--- src/design/pbca_pkg.sv ---
// Package for the peer bandwidth cap allocator: payload types, control struct, constants.
package pbca_pkg;

   localparam int MAX_PEERS_DEF = 32;
   localparam int MAX_PEERS_TOP = 64;
   localparam int DIV_BITS = 54;
   localparam int DVS_BITS = 38;
   localparam int SUM_BITS = 38;
   localparam logic [17:0] Q16_ONE = 18'd65536;

   localparam logic [1:0] CSR_TOTAL_IN = 2'd0;
   localparam logic [1:0] CSR_TOTAL_OUT = 2'd1;
   localparam logic [1:0] CSR_PEER_IN = 2'd2;
   localparam logic [1:0] CSR_PEER_OUT = 2'd3;

   typedef struct packed {
      logic [31:0] rate_in;
      logic [31:0] cap_in;
      logic [31:0] rate_out;
      logic [31:0] cap_out;
      logic last_peer;
   } req_type;

   typedef struct packed {
      logic [4:0] peer_index;
      logic [31:0] new_cap_in;
      logic [31:0] new_cap_out;
      logic last;
   } rsp_type;

   typedef struct packed {
      logic wr_en;
      logic [5:0] wr_addr;
      logic rd_en;
      logic [5:0] rd_addr;
      logic [6:0] n;
      logic div_start;
      logic div_step;
      logic div_share;
      logic share_ld;
      logic sum_en;
      logic mode_en;
      logic ratio_ld;
      logic mul_en;
   } ctl_type;

endpackage

--- src/design/pbca_div.sv ---
// Radix-2 restoring divider, one quotient bit per step.
module pbca_div import pbca_pkg::*; (
   input logic clock,
   input logic start,
   input logic step,
   input logic [DIV_BITS-1:0] dividend,
   input logic [DVS_BITS-1:0] divisor,
   output logic [DIV_BITS-1:0] quotient
);
   logic [DVS_BITS:0] rem_ff, rem_in, rem_sh;
   logic [DIV_BITS-1:0] quo_ff, quo_in;
   logic [DVS_BITS-1:0] dvs_ff, dvs_in;
   logic ge;

   always_comb begin
      rem_sh = {rem_ff[DVS_BITS-1:0], quo_ff[DIV_BITS-1]};
      ge = rem_sh >= {1'b0, dvs_ff};
      rem_in = rem_ff;
      quo_in = quo_ff;
      dvs_in = dvs_ff;
      if (start) begin
         rem_in = '0;
         quo_in = dividend;
         dvs_in = divisor;
      end else if (step) begin
         rem_in = ge ? rem_sh - {1'b0, dvs_ff} : rem_sh;
         quo_in = {quo_ff[DIV_BITS-2:0], ge};
      end
   end

   always_ff @(posedge clock) begin
      rem_ff <= rem_in;
      quo_ff <= quo_in;
      dvs_ff <= dvs_in;
   end

   assign quotient = quo_ff;
endmodule

--- src/design/pbca_lane.sv ---
// One traffic direction: peer stores, usage sums, divider, multiplier and cap result.
module pbca_lane import pbca_pkg::*; #(
   parameter int MAX_PEERS = MAX_PEERS_DEF
) (
   input logic clock,
   input logic reset,
   input ctl_type ctl,
   input logic [31:0] total,
   input logic [31:0] plim,
   input logic [31:0] wr_rate,
   input logic [31:0] wr_cap,
   output logic [31:0] new_cap
);
   localparam int AW = (MAX_PEERS > 1) ? $clog2(MAX_PEERS) : 1;

   typedef enum logic [1:0] {M_KEEP, M_FULL, M_SHRINK, M_RAISE} mode_type;

   logic [31:0] rate_mem [MAX_PEERS];
   logic [31:0] cap_mem [MAX_PEERS];
   logic [31:0] rate_ff, cap_ff;
   logic [31:0] share_ff;
   logic [SUM_BITS-1:0] used_ff, used_in, extra_ff, extra_in;
   logic [6:0] hot_cnt_ff, hot_cnt_in;
   mode_type mode_ff, mode_in;
   logic [17:0] ratio_ff, ratio_in;
   logic [49:0] prod_ff;
   logic [31:0] add_ff;
   logic clip_ff;
   logic [17:0] mul_a;
   logic [31:0] mul_b, add_in;
   logic clip_in;
   logic [DIV_BITS-1:0] dividend, quotient;
   logic [DVS_BITS-1:0] divisor;
   logic [42:0] used20;
   logic [42:0] total19;
   logic above;
   logic [16:0] fq;
   logic [34:0] sum;

   always_ff @(posedge clock) begin
      if (ctl.wr_en) begin
         rate_mem[ctl.wr_addr[AW-1:0]] <= wr_rate;
         cap_mem[ctl.wr_addr[AW-1:0]] <= wr_cap;
      end
      if (ctl.rd_en) begin
         rate_ff <= rate_mem[ctl.rd_addr[AW-1:0]];
         cap_ff <= cap_mem[ctl.rd_addr[AW-1:0]];
      end
   end

   assign above = rate_ff > share_ff;
   assign used20 = {1'b0, used_ff, 4'b0} + {3'b0, used_ff, 2'b0};
   assign total19 = {7'b0, total, 4'b0} + {10'b0, total, 1'b0} + {11'b0, total};
   assign fq = (quotient > DIV_BITS'(Q16_ONE)) ? Q16_ONE[16:0] : quotient[16:0];

   always_comb begin
      used_in = used_ff;
      extra_in = extra_ff;
      hot_cnt_in = hot_cnt_ff;
      mode_in = mode_ff;
      ratio_in = ratio_ff;
      if (ctl.share_ld) begin
         used_in = '0;
         extra_in = '0;
         hot_cnt_in = '0;
      end else if (ctl.sum_en) begin
         used_in = used_ff + SUM_BITS'(rate_ff);
         if (above) begin
            extra_in = extra_ff + SUM_BITS'(rate_ff - share_ff);
            if (cap_ff == plim) hot_cnt_in = hot_cnt_ff + 7'd1;
         end
      end
      if (ctl.mode_en) begin
         if (total == '0) mode_in = M_FULL;
         else if (used_ff > SUM_BITS'(total)) mode_in = M_SHRINK;
         else if (hot_cnt_ff != ctl.n && used20 < total19) mode_in = M_RAISE;
         else mode_in = M_KEEP;
      end
      if (ctl.ratio_ld) begin
         case (mode_ff)
            M_SHRINK: ratio_in = Q16_ONE - {1'b0, fq};
            M_RAISE: ratio_in = Q16_ONE + {1'b0, quotient[16:0]};
            default: ratio_in = '0;
         endcase
      end
   end

   always_comb begin
      dividend = '0;
      divisor = DVS_BITS'(1);
      if (ctl.div_share) begin
         dividend = DIV_BITS'(total);
         divisor = DVS_BITS'(ctl.n);
      end else if (mode_ff == M_SHRINK) begin
         dividend = {used_ff - SUM_BITS'(total), 16'b0};
         divisor = extra_ff;
      end else if (mode_ff == M_RAISE) begin
         dividend = {SUM_BITS'(total) - used_ff, 16'b0};
         divisor = DVS_BITS'(total);
      end
   end

   pbca_div u_div (
      .clock(clock),
      .start(ctl.div_start),
      .step(ctl.div_step),
      .dividend(dividend),
      .divisor(divisor),
      .quotient(quotient)
   );

   always_comb begin
      mul_a = '0;
      mul_b = '0;
      add_in = cap_ff;
      clip_in = 1'b0;
      case (mode_ff)
         M_FULL: add_in = plim;
         M_SHRINK: begin
            add_in = share_ff;
            clip_in = 1'b1;
            if (above) begin
               mul_a = ratio_ff;
               mul_b = rate_ff - share_ff;
            end
         end
         M_RAISE: begin
            if (cap_ff != plim) begin
               clip_in = 1'b1;
               if (cap_ff < share_ff) begin
                  add_in = '0;
                  mul_a = ratio_ff;
                  mul_b = share_ff;
               end else if ({1'b0, rate_ff, 1'b0} > {2'b0, cap_ff}) begin
                  add_in = '0;
                  mul_a = ratio_ff;
                  mul_b = cap_ff;
               end
            end
         end
         default: add_in = cap_ff;
      endcase
   end

   always_ff @(posedge clock) begin
      if (reset) begin
         mode_ff <= M_KEEP;
      end else begin
         mode_ff <= mode_in;
      end
      used_ff <= used_in;
      extra_ff <= extra_in;
      hot_cnt_ff <= hot_cnt_in;
      ratio_ff <= ratio_in;
      if (ctl.share_ld) share_ff <= quotient[31:0];
      if (ctl.mul_en) begin
         prod_ff <= 50'(mul_a) * 50'(mul_b);
         add_ff <= add_in;
         clip_ff <= clip_in;
      end
   end

   assign sum = 35'(add_ff) + 35'(prod_ff[49:16]);
   assign new_cap = (clip_ff && sum > 35'(plim)) ? plim : sum[31:0];
endmodule

--- config.mk ---
export PLATFORM = sky130hd
export DESIGN_NAME = pbca_lane
export DESIGN_NICKNAME = d
export VERILOG_FILES = /design/src/design/pbca_pkg.sv /design/src/design/pbca_div.sv /design/src/design/pbca_lane.sv
export SDC_FILE = /design/constraint.sdc
export NUM_CORES = 2
export LEC_CHECK = 0
export BUFFER_PORTS_ARGS = -buffer_cell sky130_fd_sc_hd__clkbuf_2
export CAP_MARGIN = 20
export CORE_AREA = 2 2 494 496
export DETAILED_ROUTE_END_ITERATION = 8
export DIE_AREA = 0 0 496 498
export PLACE_DENSITY_LB_ADDON = 0.2
export SYNTH_ARGS = -nofsm -noshare
export SYNTH_HDL_FRONTEND = slang
export SYNTH_SLANG_ARGS = --single-unit
--- constraint.sdc ---
create_clock -name clock -period 10.64 [get_ports clock]
set_input_delay 0.532 -clock clock [delete_from_list [all_inputs] [get_ports clock]]
set_output_delay 0.532 -clock clock [all_outputs]
set_load 0.01 [all_outputs]
# == Word-level counts from Yosys, hierarchy flattened ==
# Memories as Yosys holds them, arrays and structs flattened. A register that Yosys moved wholly into a read port is not among the register bits.
# Cells that the tools add are included.
# totals
ff_bits,348
latchBits,0
mem_bits_rw,2048
mem_bits_ro,0
in_bits,159
out_inout_bits,32
wordCells,83
n_memories,2
# mem_list
name,words,width,read_ports,rd_ports_with_merged_regs,wr,line,source
cap_mem,32,32,1,1,1,pbca_lane.sv:19,logic [31:0] cap_mem [MAX_PEERS];
rate_mem,32,32,1,1,1,pbca_lane.sv:18,logic [31:0] rate_mem [MAX_PEERS];
# classes
addsub,14
mul,1
div_mod_pow,0
magnitude_cmp,8
eq_ne,6
n_shift,0
muxes,33
n_bitwise,0
reduce_logical,6
# op_table
operator,n
32-bit two-way mux,9
54-bit two-way mux,5
32-bit case mux with 3 select lines,1
38-bit two-way mux,2
18-bit two-way mux,4
18-bit case mux with 2 select lines,2
32-bit case mux with 2 select lines,1
54-bit by 17-bit greater-than comparator with 1-bit output (second input constant),1
18-bit by 32-bit multiplier with 50-bit output,1
42-bit by 40-bit adder with 43-bit output,1
43-bit by 38-bit < comparator with 1-bit output,1
39-bit by 38-bit greater-or-equal comparator with 1-bit output,1
37-bit by 32-bit adder with 38-bit output,1
38-bit by 32-bit adder with 38-bit output,1
38-bit adder,1
38-bit by 32-bit greater-than comparator with 1-bit output,1
32-bit by 38-bit subtractor with 38-bit output,1
38-bit by 32-bit subtractor with 38-bit output,1
38-bit subtractor,1
36-bit by 33-bit adder with 37-bit output,1
32-bit by 34-bit adder with 35-bit output,1
35-bit by 32-bit greater-than comparator with 1-bit output,1
33-bit by 32-bit greater-than comparator with 1-bit output,1
32-bit by 32-bit subtractor with 33-bit output,1
21 further kinds,27

# == Depth between registers and ports, before layout ==
# depth
word_depth,7
ltp_mapped,39
depth_no_buf,37

# == By module ==
# From an unflattened synthesis, not the netlist that was laid out.
# hier_totals
cells_unflattened,9298
area_unflattened_um2,133407.9
# modules_own_cells
mod,instances,cells_each,area_per_inst_um2,seq_area_each_um2
pbca_lane,1,8617,126107.2,68635.8
pbca_div,1,681,7300.8,3523.4

# == Least setup slack after synthesis ==
# OpenSTA, ideal clock, no wires.
# synth_timing
path_type,register to register
start,"register rate_ff[0], read port of rate_mem"
end,"register prod_ff[49], data pin"
setup_ns,0.260
arrival_ns,8.923
required_ns,10.380
setup_slack_ns,1.457
stages_incl_launch_ff,38
n_path_buf,2
period_less_slack_ns,9.183
cell_sequence,edfxtp_1 > inv_1 > ha_1 > inv_1 > fa_1 > a21o_1 > a21oi_2 > o21ai_1 > a2111oi_2 > nor4b_1 > o21ai_2 > a21oi_1 > and2_1 > buf_2 > o21ai_1 > clkbuf_1 > nor2_1 > fa_1 > [2 not listed] > fa_1 > inv_1 > fa_1 > fa_1 > inv_1 > fa_1 > inv_1 > ha_1 > and3_1 > and3_1 > o311ai_0 > a21oi_1 > nor2_1 > o311ai_0 > nand2_1 > o31ai_1 > a21oi_1 > xnor2_1
# synth_between
elab_chain_len,6
elab_cells_between_ends,14
classes_between,1 x add/sub; 1 x mul; 2 x order compare; 10 x mux
# synth_lines
item,line,source
from (decl),pbca_lane.sv:20,"logic [31:0] rate_ff, cap_ff;"
33-bit by 32-bit greater-than comparator with 1-bit output,pbca_lane.sv:134,"end else if ({1'b0, rate_ff, 1'b0} > {2'b0, cap_ff}) begin"
18-bit two-way mux / 32-bit two-way mux (equally long branches),pbca_lane.sv:134,
18-bit two-way mux / 32-bit two-way mux (equally long branches),pbca_lane.sv:130,if (cap_ff < share_ff) begin
18-bit two-way mux / 32-bit two-way mux (equally long branches),pbca_lane.sv:128,if (cap_ff != plim) begin
18-bit case mux with 2 select lines / 32-bit case mux with 2 select lines (equally long branches),pbca_lane.sv:117,case (mode_ff)
18-bit by 32-bit multiplier with 50-bit output *,pbca_lane.sv:157,prod_ff <= 50'(mul_a) * 50'(mul_b);
to (signal assigned),pbca_lane.sv:157,
to (decl),pbca_lane.sv:26,logic [49:0] prod_ff;
# Mark *: on every way between the ends. The rest lies on a longest branch, timed or not.
# A chain may end at the register's enable or synchronous reset.

# == Final worst setup path ==
# layout_timing
start,register share_ff[25]
end,"register prod_ff[49], data pin"
# layout_between
elab_chain_len,5
elab_cells_between_ends,12
classes_between,1 x add/sub; 1 x mul; 2 x order compare; 8 x mux
# layout_lines
item,line,source
from (decl),pbca_lane.sv:21,logic [31:0] share_ff;
from (signal assigned),pbca_lane.sv:155,if (ctl.share_ld) share_ff <= quotient[31:0];
32-bit < comparator,pbca_lane.sv:130,
18-bit two-way mux / 32-bit two-way mux (equally long branches),pbca_lane.sv:130,
18-bit two-way mux / 32-bit two-way mux (equally long branches),pbca_lane.sv:128,
18-bit case mux with 2 select lines / 32-bit case mux with 2 select lines (equally long branches),pbca_lane.sv:117,
18-bit by 32-bit multiplier with 50-bit output *,pbca_lane.sv:157,
# Marks and branches as above.

==> qor.csv <==
metric,value,unit
critPathArrivalTime,10.87,ns
synth_enable_flop_cells,2321,
leakage,54.58,nW
status,"complete, no violations",
hold_end,u_div.dvs_ff[3]$_DFFE_PP_,
clock_skew,0.1072,ns
cts_max_level,4,
wl_per_cell,29.91,um
clkLatencyLatePin,0.92,ns
synth_area_leaders,"edfxtp_1 (53%), mux4_2 (11%), fa_1 (7.8%)",
first_pass_iters,6,
crit_type,reg -> reg,
final_max_slew_viol_count,0,
hold_class,in -> reg,
max_stage_delay,0.57,ns
hold_depth,3,
cpMostUsedCell,fa_1,
worstPathMaxFanout,21,
grt_max_degree,137,
numCtsBuffers,237,
ir_worst_vdd,0.1614,mV
yosys.area_share.adder,13.11,%
cts_sinks,2444,
slew_headroom,15.65,%
core-area,241900,um^2
synth_compound_area_share,7.748,%
p_per_area,176.5,nW/um^2
synth_cell_type_count,99,
yosys-top-cells-count,"edfxtp_1 (2321), inv_1 (814), mux4_2 (640), ha_1 (561), nor2_1 (525)",
r2r-end,prod_ff[49]$_DFFE_PP_,
fin_util,60.37,%
setup_viol,0,
end_kind,flip-flop,
rr_startpoint,share_ff[25]$_DFFE_PP_,
seq_area_frac_synth,54.59,%
io_buffers,188,
synth_cells,9134,
worst-slew-pin-transition,1.256,ns
ys_ff_latch,2444,
min-delay-start,ctl[11],
cts-root-buf,clkbuf_16,
area_delta_synth_final,10.46,%
async_reset_ff_share,0,%
cp-start-kind,flip-flop,
avgSynthCellArea,14.47,um^2
finalHoldViolCount,0,
drt-total-wl,384100,um
reg2reg_depth,35,
crit_start,share_ff[25]$_DFFE_PP_,
die_height,498,um
mappedNetlistArea,132200,um^2
min_period_over_period,96.12,%
syn_nets,10369,
detail-route-antenna-nets,0,
cts.path.max_buffers,3,
reg2reg_setup_slack,0.41,ns
synth_simple_gate_area_share,6.330,%
synth_top_family_by_area,adder cells,
io_pins,191,
whs,0.08582,ns
tritoncts,built,
rows,181,
dp_hpwl,246700,um
fp.dieArea,247000,um^2
grt-ovfl-total,0,
fmax,97.78,MHz
antenna_found_initial,48,
crit_slowest_cell,edfxtp_1,
first_global_vias,82154,
drive_above_1_share,17.25,%
grt_usage,31.14,%
ys_warn_count,0,
synth_top_area_share,52.73,%
yosysMostFrequentCell,edfxtp_1,
tns,0,ns
worstPathRequired,11.28,ns
cts.clk_slew.worst_paths,0.08,ns
drc,0,
nNetsFinal,10664,
vias,82440,
synth.mux.area_fraction,12.74,%
drtIter0Drc,9392,
start_util,54.65,%
via_per_inst,6.419,
ys.flop_type,edfxtp_1,
maxCapViolCount,0,
place.gp.congestion,0.9810,
layout_min_cycle_time,10.23,ns
synth_xor_area_share,2.001,%
die_x,496,um
synth_top_area_cell,edfxtp_1,
grt_pass1_wl,558700,um
-- metrics by stage --
step	instance area, um^2	setup slack (ns)	cells	total power [W]
6_report	146000	0.4133	12843	0.02578
5_1_grt	146000	-0.004207	12833	0.02683
4_1_cts	145700	0.2376	12819	0.02578
3_5_place_dp	137900	0.2444	12377	0.01743
3_3_place_gp	137900	0.3749	12377	0.01732
2_1_floorplan	132200	1.457	9134	0.01536
-- critical path, delay by kind of cell, from the launching register on --
kind                       cells  cell delay [ns]
AOI/OAI and AO/OA             14             4.10
xor gates and xnor gates       1             0.13
adders and majority gates      8             3.33
buffers and inverters          7             1.11
DFF                            1             0.57
and+or+nand+nor                5             0.75
-- sequential cells by signal (all words and copies together) (netlist names) --
name	flops
add_ff	32
used_ff	38
prod_ff	34
u_div.dvs_ff	38
mode_ff	2
u_div.rem_ff	38
u_div.quotient	54
ratio_ff	18
rate_mem	1024
hot_cnt_ff	7
cap_mem	1024
clip_ff	1
cap_ff	32
rate_ff	32
extra_ff	38
share_ff	32
-- power breakdown --
part	total [W]	switching [W]	internal [W]
Clock	0.00839	0.00374	0.00465
Sequential	0.0112	0.000354	0.0109
Combinational	0.00615	0.00373	0.00242
-- final cells by class --
type | count | area (um^2)
clock inverter | 143 | 1619
antenna | 14 | 35.03
multi-input combinational | 5490 | 55910
fill | 18210 | 95860
timing repair buffer | 440 | 3040
tap | 3202 | 4006
clock buffer | 294 | 6165
sequential | 2444 | 72160
inverter | 816 | 3063
-- cell usage in the layout, fill, tap and decap left out, types with 179 or more instances in the layout --
master and count:
a21o_1 213, a21oi_1 360, buf_4 238, clkbuf_16 237, clkbuf_2 179, edfxtp_1 2321, fa_1 515, ha_1 561
inv_1 814, mux4_2 640, nand2_1 517, nor2_1 492, o21ai_0 247, xnor2_1 186
-- worst max path at each step --
stage | end | slack, ns | cells after the start
after floorplan | prod_ff[49]$_DFFE_PP_ | 1.46 | 37
after global placement | prod_ff[49]$_DFFE_PP_ | 0.37 | 34
after detailed placement | prod_ff[49]$_DFFE_PP_ | 0.24 | 34
after CTS | prod_ff[49]$_DFFE_PP_ | 0.24 | 34
after global routing | prod_ff[49]$_DFFE_PP_ | -0.004 | 37
final | prod_ff[49]$_DFFE_PP_ | 0.41 | 35
-- metal layers --
layer	GRT usage [%]	vias to the layer above	share of wire (%)	routed length, um
met5	0	-	0.066	252
met4	12.92	40	4.8	18560
met3	5.377	794	8.6	33080
met2	49.25	3976	47	181400
met1	42.98	42523	39	150800
li1	-	35107	-	-
-- kinds of logic after synthesis --
kind of cell | count (synthesis)
compound gates | 1485
xor+xnor | 302
fa+ha+maj | 1076
buf+inv | 1201
flops | 2444
mux | 859
simple gates | 1767
-- timing repair --
action / in CTS / in global routing
hold buffers: 5 / 0
endpoints found under the hold margin: 4 / 0
setup endpoints to repair: 0 / 8
buffers inserted: 0 / 6
gates resized for setup: 0 / 25
Power figures use the tool's default switching activity.
